<file path="src/oems_pkg.sv">
// ----------------------------------------------------------------------------
// oems_pkg: shared types and constants
// Widths, register map codes and controller/datapath handshake structs for the
// odd-even merge comparator schedule generator.
// ----------------------------------------------------------------------------
`default_nettype none

package oems_pkg;

	// Largest supported log2 of the network size
	localparam int MAX_LOG2_INPUTS = 10;

	// Configuration port
	localparam int ADDR_W = 3;
	localparam int DATA_W = 32;
	localparam int CFG_W  = 4;
	localparam logic [CFG_W-1:0] LOG2_INPUTS_RESET = 4'd3;

	// Register indexes (paddr[2])
	localparam logic REG_LOG2_INPUTS = 1'b0;

	// Result field widths
	localparam int LEVEL_W = 6;
	localparam int CHAN_W  = 10;

	// Controller to datapath commands
	typedef struct packed {
		logic accept;      // request transfer this cycle
		logic start_over;  // rewind before emitting (valid with accept)
		logic step;        // advance the walk by one candidate
		logic load_out;    // move the held comparator into the output register
		logic cfg_rewind;  // register write: rewind the walk
	} cmd_t;

	// Datapath to controller status
	typedef struct packed {
		logic is_comp;     // current walk position is a real comparator
	} sts_t;

endpackage

`default_nettype wire

</file>
<file path="src/oems_if.sv">
// ----------------------------------------------------------------------------
// oems_if: request and comparator channels
// Valid/ready channels; a transfer happens when valid and ready are both high.
// ----------------------------------------------------------------------------
`default_nettype none

interface oems_req_if;
	logic valid;
	logic ready;
	logic start_over;

	modport source (output valid, output start_over, input ready);
	modport sink   (input valid, input start_over, output ready);
endinterface

interface oems_cmp_if;
	logic                         valid;
	logic                         ready;
	logic [oems_pkg::LEVEL_W-1:0] level;
	logic [oems_pkg::CHAN_W-1:0]  low_channel;
	logic [oems_pkg::CHAN_W-1:0]  high_channel;
	logic                         last_comparator;

	modport source (output valid, output level, output low_channel, output high_channel,
		output last_comparator, input ready);
	modport sink   (input valid, input level, input low_channel, input high_channel,
		input last_comparator, output ready);
endinterface

`default_nettype wire

</file>
<file path="src/odd_even_merge_comparator_schedule.sv">
// ----------------------------------------------------------------------------
// odd_even_merge_comparator_schedule: odd-even merge network schedule
// Each request returns the next comparator (level, min channel, max channel,
// last flag) of the odd-even merge sorting network for 2^log2_inputs inputs.
//
//   channel  dir  carries
//   req      in   start_over
//   cmp      out  level, low_channel, high_channel, last_comparator
//   apb      in   log2_inputs at byte address 0
//
// After a request transfers, the walk visits one candidate pair per cycle until
// it reaches the following comparator, skipping pairs that the same-block test
// rejects; the held result then waits for a free output register.
// Each step is made by the single advance unit in the datapath.
// Reset rewinds the walk to the first comparator; so does any register write.
// A stalled result sits in the output register while the next request is taken.
// ----------------------------------------------------------------------------
`default_nettype none

module odd_even_merge_comparator_schedule #(
	parameter int MAX_LOG2_INPUTS = oems_pkg::MAX_LOG2_INPUTS,
	localparam int LW = $clog2(MAX_LOG2_INPUTS + 2)
) (
	input  wire logic                        clk,
	input  wire logic                        arst_n,
	input  wire logic                        psel,
	input  wire logic                        penable,
	input  wire logic                        pwrite,
	input  wire logic [oems_pkg::ADDR_W-1:0] paddr,
	input  wire logic [oems_pkg::DATA_W-1:0] pwdata,
	output logic      [oems_pkg::DATA_W-1:0] prdata,
	output logic                             pready,
	oems_req_if.sink                         req,
	oems_cmp_if.source                       cmp
);

	logic [LW-1:0]   eff_log2;
	logic            cfg_rewind;
	oems_pkg::cmd_t  cmd;
	oems_pkg::sts_t  sts;

	oems_regs #(.MAX_LOG2_INPUTS(MAX_LOG2_INPUTS)) u_regs (
		.clk        (clk),
		.arst_n     (arst_n),
		.psel       (psel),
		.penable    (penable),
		.pwrite     (pwrite),
		.paddr      (paddr),
		.pwdata     (pwdata),
		.prdata     (prdata),
		.pready     (pready),
		.eff_log2   (eff_log2),
		.cfg_rewind (cfg_rewind)
	);

	oems_ctrl u_ctrl (
		.clk           (clk),
		.arst_n        (arst_n),
		.in_valid      (req.valid),
		.in_start_over (req.start_over),
		.in_ready      (req.ready),
		.out_valid     (cmp.valid),
		.out_ready     (cmp.ready),
		.cfg_rewind    (cfg_rewind),
		.sts           (sts),
		.cmd           (cmd)
	);

	oems_dp #(.MAX_LOG2_INPUTS(MAX_LOG2_INPUTS)) u_dp (
		.clk             (clk),
		.arst_n          (arst_n),
		.eff_log2        (eff_log2),
		.cmd             (cmd),
		.sts             (sts),
		.level           (cmp.level),
		.low_channel     (cmp.low_channel),
		.high_channel    (cmp.high_channel),
		.last_comparator (cmp.last_comparator)
	);

endmodule

`default_nettype wire

</file>
<file path="src/oems_regs.sv">
// ----------------------------------------------------------------------------
// oems_regs: configuration register block
// APB-style slave holding log2_inputs; gives the clamped network size and a
// rewind pulse on every write to the register.
// ----------------------------------------------------------------------------
`default_nettype none

module oems_regs #(
	parameter int MAX_LOG2_INPUTS = oems_pkg::MAX_LOG2_INPUTS,
	localparam int LW = $clog2(MAX_LOG2_INPUTS + 2)
) (
	input  wire logic                        clk,
	input  wire logic                        arst_n,
	input  wire logic                        psel,
	input  wire logic                        penable,
	input  wire logic                        pwrite,
	input  wire logic [oems_pkg::ADDR_W-1:0] paddr,
	input  wire logic [oems_pkg::DATA_W-1:0] pwdata,
	output logic      [oems_pkg::DATA_W-1:0] prdata,
	output logic                             pready,
	output logic      [LW-1:0]               eff_log2,
	output logic                             cfg_rewind
);

	logic [oems_pkg::CFG_W-1:0] log2_inputs_q;
	logic                       wr_hit;

	// Write decode: register index sits in paddr[2]
	assign pready = 1'b1;
	assign wr_hit = psel && penable && pwrite && (paddr[2] == oems_pkg::REG_LOG2_INPUTS);
	assign cfg_rewind = wr_hit;

	always_ff @(posedge clk or negedge arst_n) begin
		if (!arst_n) begin
			log2_inputs_q <= oems_pkg::LOG2_INPUTS_RESET;
		end else if (wr_hit) begin
			log2_inputs_q <= pwdata[oems_pkg::CFG_W-1:0];
		end
	end

	// Read back
	always_comb begin
		prdata = '0;
		if (paddr[2] == oems_pkg::REG_LOG2_INPUTS) begin
			prdata = oems_pkg::DATA_W'(log2_inputs_q);
		end
	end

	// Clamp to 1..MAX_LOG2_INPUTS
	always_comb begin
		if (log2_inputs_q == '0) begin
			eff_log2 = LW'(1);
		end else if (int'(log2_inputs_q) > MAX_LOG2_INPUTS) begin
			eff_log2 = LW'(MAX_LOG2_INPUTS);
		end else begin
			eff_log2 = LW'(log2_inputs_q);
		end
	end

endmodule

`default_nettype wire

</file>
<file path="src/oems_ctrl.sv">
// ----------------------------------------------------------------------------
// oems_ctrl: sequencing controller
// Takes a request, lets the datapath seek the next comparator one candidate
// per cycle, and owns the output valid flag.
// ----------------------------------------------------------------------------
`default_nettype none

module oems_ctrl (
	input  wire logic          clk,
	input  wire logic          arst_n,
	input  wire logic          in_valid,
	input  wire logic          in_start_over,
	output logic               in_ready,
	output logic               out_valid,
	input  wire logic          out_ready,
	input  wire logic          cfg_rewind,
	input  oems_pkg::sts_t     sts,
	output oems_pkg::cmd_t     cmd
);

	typedef enum logic [1:0] {
		ST_IDLE = 2'b01,
		ST_SEEK = 2'b10
	} state_t;

	state_t state_q, state_d;
	logic   out_valid_q;
	logic   out_free;

	assign in_ready  = (state_q == ST_IDLE);
	assign out_valid = out_valid_q;
	assign out_free  = !out_valid_q || out_ready;

	// Next state and commands
	always_comb begin
		state_d        = state_q;
		cmd            = '0;
		cmd.cfg_rewind = cfg_rewind;
		unique case (state_q)
			ST_IDLE: begin
				if (in_valid) begin
					cmd.accept     = 1'b1;
					cmd.start_over = in_start_over;
					state_d        = ST_SEEK;
				end
			end
			ST_SEEK: begin
				if (!sts.is_comp) begin
					cmd.step = 1'b1;
				end else if (out_free) begin
					cmd.load_out = 1'b1;
					state_d      = ST_IDLE;
				end
			end
			default: begin
				state_d = ST_IDLE;
			end
		endcase
	end

	always_ff @(posedge clk or negedge arst_n) begin
		if (!arst_n) begin
			state_q     <= ST_IDLE;
			out_valid_q <= 1'b0;
		end else begin
			state_q <= state_d;
			if (cmd.load_out) begin
				out_valid_q <= 1'b1;
			end else if (out_ready) begin
				out_valid_q <= 1'b0;
			end
		end
	end

endmodule

`default_nettype wire

</file>
<file path="src/oems_dp.sv">
// ----------------------------------------------------------------------------
// oems_dp: walk datapath
// Holds the nested loop position (round, stride, block, channel, level), the
// advance logic for one candidate per cycle, and the output payload register.
// ----------------------------------------------------------------------------
`default_nettype none

module oems_dp #(
	parameter int MAX_LOG2_INPUTS = oems_pkg::MAX_LOG2_INPUTS,
	localparam int LW = $clog2(MAX_LOG2_INPUTS + 2),
	localparam int CW = MAX_LOG2_INPUTS + 2
) (
	input  wire logic                         clk,
	input  wire logic                         arst_n,
	input  wire logic [LW-1:0]                eff_log2,
	input  oems_pkg::cmd_t                    cmd,
	output oems_pkg::sts_t                    sts,
	output logic      [oems_pkg::LEVEL_W-1:0] level,
	output logic      [oems_pkg::CHAN_W-1:0]  low_channel,
	output logic      [oems_pkg::CHAN_W-1:0]  high_channel,
	output logic                              last_comparator
);

	// Walk position
	logic [LW-1:0]                round_q;
	logic [CW-1:0]                stride_q, block_q, pos_q;
	logic [oems_pkg::LEVEL_W-1:0] level_q;
	logic                         wrapped_q;

	// Comparator held until the output register is free
	logic [oems_pkg::LEVEL_W-1:0] hold_level_q;
	logic [oems_pkg::CHAN_W-1:0]  hold_low_q, hold_high_q;

	// Output register
	logic [oems_pkg::LEVEL_W-1:0] out_level_q;
	logic [oems_pkg::CHAN_W-1:0]  out_low_q, out_high_q;
	logic                         out_last_q;

	// Base position and advanced position
	logic [LW-1:0]                b_round, n_round, r1;
	logic [CW-1:0]                b_stride, b_block, b_pos;
	logic [CW-1:0]                n_stride, n_block, n_pos;
	logic [oems_pkg::LEVEL_W-1:0] b_level, n_level;
	logic [CW-1:0]                n_size, top, jk, upper, m1, k2, j2, b_hi, cur_hi;
	logic                         adv_wrap;

	// Base: a start-over request walks from the first comparator
	always_comb begin
		if (cmd.accept && cmd.start_over) begin
			b_round  = LW'(1);
			b_stride = CW'(1);
			b_block  = '0;
			b_pos    = '0;
			b_level  = '0;
		end else begin
			b_round  = round_q;
			b_stride = stride_q;
			b_block  = block_q;
			b_pos    = pos_q;
			b_level  = level_q;
		end
		b_hi = b_pos + b_stride;
	end

	// One step of the nested loops
	always_comb begin
		n_size = CW'(1) << eff_log2;
		top    = n_size - b_stride;
		jk     = b_stride + b_block;
		upper  = (jk < top) ? jk : top;
		m1     = b_pos + CW'(1);
		k2     = b_block + (b_stride << 1);
		j2     = b_stride >> 1;
		r1     = b_round + LW'(1);

		n_round  = b_round;
		n_stride = b_stride;
		n_block  = b_block;
		n_pos    = b_pos;
		n_level  = b_level;
		adv_wrap = 1'b0;

		if (m1 < upper) begin
			n_pos = m1;
		end else if (k2 < top) begin
			n_block = k2;
			n_pos   = k2;
		end else if (j2 != '0) begin
			// next stride inside the same round
			n_level  = b_level + oems_pkg::LEVEL_W'(1);
			n_stride = j2;
			n_block  = j2;
			n_pos    = j2;
		end else if (r1 <= eff_log2) begin
			// next merge round starts with stride 2^(round-1)
			n_level  = b_level + oems_pkg::LEVEL_W'(1);
			n_round  = r1;
			n_stride = CW'(1) << b_round;
			n_block  = '0;
			n_pos    = '0;
		end else begin
			// past the final comparator: wrap to the first
			n_round  = LW'(1);
			n_stride = CW'(1);
			n_block  = '0;
			n_pos    = '0;
			n_level  = '0;
			adv_wrap = 1'b1;
		end
	end

	// Same-block test on the current position
	assign cur_hi      = pos_q + stride_q;
	assign sts.is_comp = ((pos_q >> round_q) == (cur_hi >> round_q));

	// Walk registers
	always_ff @(posedge clk or negedge arst_n) begin
		if (!arst_n) begin
			round_q   <= LW'(1);
			stride_q  <= CW'(1);
			block_q   <= '0;
			pos_q     <= '0;
			level_q   <= '0;
			wrapped_q <= 1'b0;
		end else if (cmd.cfg_rewind) begin
			round_q  <= LW'(1);
			stride_q <= CW'(1);
			block_q  <= '0;
			pos_q    <= '0;
			level_q  <= '0;
		end else if (cmd.accept || cmd.step) begin
			round_q   <= n_round;
			stride_q  <= n_stride;
			block_q   <= n_block;
			pos_q     <= n_pos;
			level_q   <= n_level;
			wrapped_q <= cmd.accept ? adv_wrap : (wrapped_q || adv_wrap);
		end
	end

	// Capture the emitted comparator on request transfer; move it to the output register on load_out
	always_ff @(posedge clk) begin
		if (cmd.accept) begin
			hold_level_q <= b_level;
			hold_low_q   <= oems_pkg::CHAN_W'(b_pos);
			hold_high_q  <= oems_pkg::CHAN_W'(b_hi);
		end
		if (cmd.load_out) begin
			out_level_q <= hold_level_q;
			out_low_q   <= hold_low_q;
			out_high_q  <= hold_high_q;
			out_last_q  <= wrapped_q;
		end
	end

	assign level           = out_level_q;
	assign low_channel     = out_low_q;
	assign high_channel    = out_high_q;
	assign last_comparator = out_last_q;

endmodule

`default_nettype wire

</file>
<file path="src/flat_wrapper.sv">
// flat-port wrapper written by rule: the top's interface ports become plain ports
module odd_even_merge_comparator_schedule_flat 
#(
	parameter int MAX_LOG2_INPUTS = oems_pkg::MAX_LOG2_INPUTS,
	localparam int LW = $clog2(MAX_LOG2_INPUTS + 2)
)
  (clk, arst_n, psel, penable, pwrite, paddr, pwdata, prdata, pready, req_valid, req_start_over, req_ready, cmp_valid, cmp_level, cmp_low_channel, cmp_high_channel, cmp_last_comparator, cmp_ready);
  oems_req_if req_i ();
  oems_cmp_if cmp_i ();
  input  wire logic clk;
  input  wire logic arst_n;
  input  wire logic psel;
  input  wire logic penable;
  input  wire logic pwrite;
  input  wire logic [oems_pkg::ADDR_W-1:0] paddr;
  input  wire logic [oems_pkg::DATA_W-1:0] pwdata;
  output logic      [oems_pkg::DATA_W-1:0] prdata;
  output logic pready;
  input wire logic [$bits(req_i.valid)-1:0] req_valid;
  input wire logic [$bits(req_i.start_over)-1:0] req_start_over;
  output wire logic [$bits(req_i.ready)-1:0] req_ready;
  output wire logic [$bits(cmp_i.valid)-1:0] cmp_valid;
  output wire logic [$bits(cmp_i.level)-1:0] cmp_level;
  output wire logic [$bits(cmp_i.low_channel)-1:0] cmp_low_channel;
  output wire logic [$bits(cmp_i.high_channel)-1:0] cmp_high_channel;
  output wire logic [$bits(cmp_i.last_comparator)-1:0] cmp_last_comparator;
  input wire logic [$bits(cmp_i.ready)-1:0] cmp_ready;
  assign req_i.valid = req_valid;
  assign req_i.start_over = req_start_over;
  assign req_ready = req_i.ready;
  assign cmp_valid = cmp_i.valid;
  assign cmp_level = cmp_i.level;
  assign cmp_low_channel = cmp_i.low_channel;
  assign cmp_high_channel = cmp_i.high_channel;
  assign cmp_last_comparator = cmp_i.last_comparator;
  assign cmp_i.ready = cmp_ready;
  odd_even_merge_comparator_schedule #(.MAX_LOG2_INPUTS(MAX_LOG2_INPUTS)) u_core (.clk(clk), .arst_n(arst_n), .psel(psel), .penable(penable), .pwrite(pwrite), .paddr(paddr), .pwdata(pwdata), .prdata(prdata), .pready(pready), .req(req_i), .cmp(cmp_i));
endmodule
</file>
<file path="config.mk">
export PLATFORM = sky130hd
export DESIGN_NAME = odd_even_merge_comparator_schedule_flat
export DESIGN_NICKNAME = d
export VERILOG_FILES = /design/src/oems_pkg.sv /design/src/oems_if.sv /design/src/odd_even_merge_comparator_schedule.sv /design/src/oems_regs.sv /design/src/oems_ctrl.sv /design/src/oems_dp.sv /design/src/flat_wrapper.sv
export SDC_FILE = /design/constraint.sdc
export NUM_CORES = 1
export LEC_CHECK = 0
export BUFFER_PORTS_ARGS = -buffer_cell sky130_fd_sc_hd__buf_4
export CORE_MARGIN = 2
export CORE_UTILIZATION = 44
export DETAILED_ROUTE_END_ITERATION = 12
export PLACE_DENSITY_LB_ADDON = 0.2
export SYNTH_ARGS = -nofsm -noshare
export SYNTH_HDL_FRONTEND = slang
export SYNTH_SLANG_ARGS = --single-unit
</file>
<file path="constraint.sdc">
create_clock -name clk -period 12.87 [get_ports clk]
set_input_delay 1.9305 -clock clk [delete_from_list [all_inputs] [get_ports clk]]
set_output_delay 1.9305 -clock clk [all_outputs]
set_load 0.01 [all_outputs]
</file>
==> results.ini <==
[status]
status=completed

[yosys]
ys.warnings.count=0
syn_inst=1116
synthArstFlopShare=0.505
ys_seq_area_frac=0.292
yosysTopAreaCell=edfxtp_1
ys_seq_elements=107
synth-main-ff-cell=edfxtp_1
synth_edf_count=53
ys_types=101
yosysTopAreaCellShare=0.158
yosysMostFrequentCell=ha_1
synth_area_leaders=edfxtp_1 (16%), dfrtp_1 (12%), ha_1 (12%)
synth_area_per_cell_um2=9.04
syn_area_um2=10100
synth_commonest_cells=ha_1 (93), nand2_1 (83), a21oi_1 (76), nor2_1 (64), inv_1 (63)

[drt]
dr_total_vias=8433
drt_first_pass_iters=6
drt-wirelength-per-cell_um=19.2
remaining_drc_errors=0
drtAntennaViolNets=0
wl_um=27300
via_per_inst=5.94
first_iter_violations=652

[cells_and_area]
synthToLayoutAreaGrowth_pct=6.42
layout-drive-gt1-share=0.112
multi_input_area_um2=6460
diodes=0
fin_util=0.475
fillCellCount=2175
nets=1270
regArea_um2=2950

[sta]
finalCritPeriodShare=0.805
tightest_slew_ps=1110
fin_worst_skew_ps=17.3
slew_headroom=0.261
max_clock_freq_mhz=96.5
setup_tns_ps=0
rsz0062_at_grt=no
hold_violations=0
setup_viol=0
fin_crit_ps=10360
setup_ws_ps=2510
maxSlewViolCount=0
holdWs_ps=424

[grt]
antenna_found_initial=0
grt-ovfl-total=0
grt_util_all_layers=0.229
grt_first_pass_wirelength_um=43600
grt_max_degree=55
grt_pass1_vias=7998

[setup_path]
worstSetupStartpointType=input pin
cp_slowest_cell=nand2_1
cp.required_ps=13160
arrival_ps=10650
r2r_cells=29
worst-path-buf-inv=2
critical_path_class=in -> reg
r2r-end=u_core.u_dp.stride_q[0]$_DFFE_PN1P_
reg2reg_from=u_core.u_ctrl.state_q[0]$_DFFE_PN1P_
path_delay_family=compound AO/OA/AOI/OAI gates
path_depth=30
crit_top_cell=a21o_1
critPathCaptureType=flip-flop
worstSetupEndpoint=u_core.u_dp.stride_q[0]$_DFFE_PN1P_
r2r_setup_slack_ps=3630
cp-startpoint=req_start_over
cp_slowest_stage_delay_ps=740
cp_max_fo=19

[pwr]
p_int_uw=1060
pwr-share-seq=0.252
power_density_nw_per_um2=188
power_frac_clock=0.143
combPwrFrac=0.605
p_switching_uw=949
swShare=0.472
p_total_uw=2010
vdd_drop_max_mv=0.102
leakage_uw=0.00490

[placed_design]
dp_slack_ps=2160
port_buffers=45
dpl.hpwl_um=21100
gp_congestion=0.896

[die]
initial_core_util=0.447
ios=105
fp.dieH_um=155
coreArea_um2=22600
dieArea_um2=24100
die_w_um=155
rows=55

[clock_tree]
postCtsHoldBufs=0
clk_pin_slew_ps=80
cts_resized=0
cts_root_buffer=clkbuf_16
cts_setup_buffers=0
cts_max_level=3
cts.sinks=107
insertion_delay_ps=370
tritoncts=yes
cts_made_buffers=9
cts_buffer_depth=2

[hold_path]
hp-class=reg -> reg

[run]
cap_violations=0

==> per-layer routing <==
metal,up-vias,global-route usage,share of wire
li1,4073,-,-
met1,4044,0.325,0.48
met2,281,0.370,0.45
met3,35,0.0276,0.053
met4,0,0.0616,0.019
met5,-,0,0
==> state kept, by name, summed over array words and instances, names as in the netlist, 2 cells and up <==
| register | flops |
|---|---|
| u_core.u_dp.pos_q | 12 |
| u_core.u_dp.hold_level_q | 6 |
| u_core.u_dp.stride_q | 12 |
| u_core.u_dp.block_q | 12 |
| u_core.u_dp.level_q | 6 |
| u_core.u_dp.hold_low_q | 10 |
| u_core.u_dp.level | 6 |
| u_core.u_regs.log2_inputs_q | 4 |
| u_core.u_dp.round_q | 4 |
| u_core.u_ctrl.state_q | 2 |
| u_core.u_dp.low_channel | 10 |
| u_core.u_dp.hold_high_q | 10 |
| u_core.u_dp.high_channel | 10 |
==> layout by cell type, fill, tap and decap left out, types with 13 or more instances in the layout <==
| master | instances |
|---|---|
| buf_4 | 54 |
| and3_1 | 16 |
| nor2_1 | 64 |
| a21o_1 | 26 |
| ha_1 | 93 |
| inv_1 | 63 |
| o2bb2ai_1 | 14 |
| nor3_1 | 19 |
| nand3_1 | 35 |
| edfxtp_1 | 53 |
| dfrtp_1 | 49 |
| nand2b_1 | 19 |
| and2_1 | 35 |
| nor2b_1 | 13 |
| xor2_1 | 16 |
| o21ai_0 | 48 |
| a21oi_1 | 76 |
| xnor2_1 | 48 |
| nand2_1 | 83 |
| conb_1 | 30 |
| mux2i_1 | 33 |
| a31oi_1 | 20 |
==> power by group through the flow <==
| stage | logic [µW] | clock network [µW] | registers [µW] |
|---|---|---|---|
| after floorplan | 946 | 0 | 492 |
| after global placement | 1180 | 0 | 513 |
| after detailed placement | 1200 | 0 | 514 |
| after CTS | 1210 | 294 | 508 |
| after global routing | 1340 | 308 | 518 |
| final | 1220 | 287 | 508 |
==> metrics by stage <==
| stage | instance area, µm² | std cells |
|---|---|---|
| 2_1_floorplan | 10200 | 1144 |
| 3_3_place_gp | 10400 | 1403 |
| 3_5_place_dp | 10400 | 1403 |
| 4_1_cts | 10700 | 1419 |
| 5_1_grt | 10700 | 1419 |
| 6_report | 10700 | 1419 |
==> cell families (layout without fill, tap and decap cells) <==
family	count (synthesis)	in the layout	synth area share
adders and majority gates	98	98	0.125
DFF	107	107	0.292
muxes	47	47	0.0529
buffers and inverters	145	135	0.0779
other	2	30	0.000745
xor gates and xnor gates	64	64	0.0556
and+or+nand+nor	343	343	0.177
AOI/OAI and AO/OA	310	310	0.218
==> how the worst min path moves through the flow <==
| stage | from | end | slack (ps) | depth (start not counted) |
|---|---|---|---|---|
| 4_1_cts | u_core.u_dp.hold_low_q[9]$_DFFE_PP_ | u_core.u_dp.low_channel[9]$_DFFE_PP_ | 430 | 0 |
| 5_1_grt | u_core.u_dp.hold_low_q[9]$_DFFE_PP_ | u_core.u_dp.low_channel[9]$_DFFE_PP_ | 430 | 0 |
| 3_5_place_dp | u_core.u_dp.hold_high_q[4]$_DFFE_PP_ | u_core.u_dp.high_channel[4]$_DFFE_PP_ | 400 | 0 |
| 6_report | u_core.u_dp.hold_level_q[5]$_DFFE_PP_ | u_core.u_dp.level[5]$_DFFE_PP_ | 420 | 0 |
| 3_3_place_gp | u_core.u_dp.hold_level_q[1]$_DFFE_PP_ | u_core.u_dp.level[1]$_DFFE_PP_ | 400 | 0 |
| 2_1_floorplan | u_core.u_dp.hold_high_q[0]$_DFFE_PP_ | u_core.u_dp.high_channel[0]$_DFFE_PP_ | 400 | 0 |
==> area by class of cell <==
cell class / count / area share
Clock buffer: 9 / 0.0210
Sequential cell: 107 / 0.275
Inverter: 65 / 0.0230
Multi-Input combinational cell: 892 / 0.602
Timing Repair Buffer: 54 / 0.0378
Tap cell: 285 / 0.0332
Clock inverter: 7 / 0.00851
(Power assumes the default switching activity.)
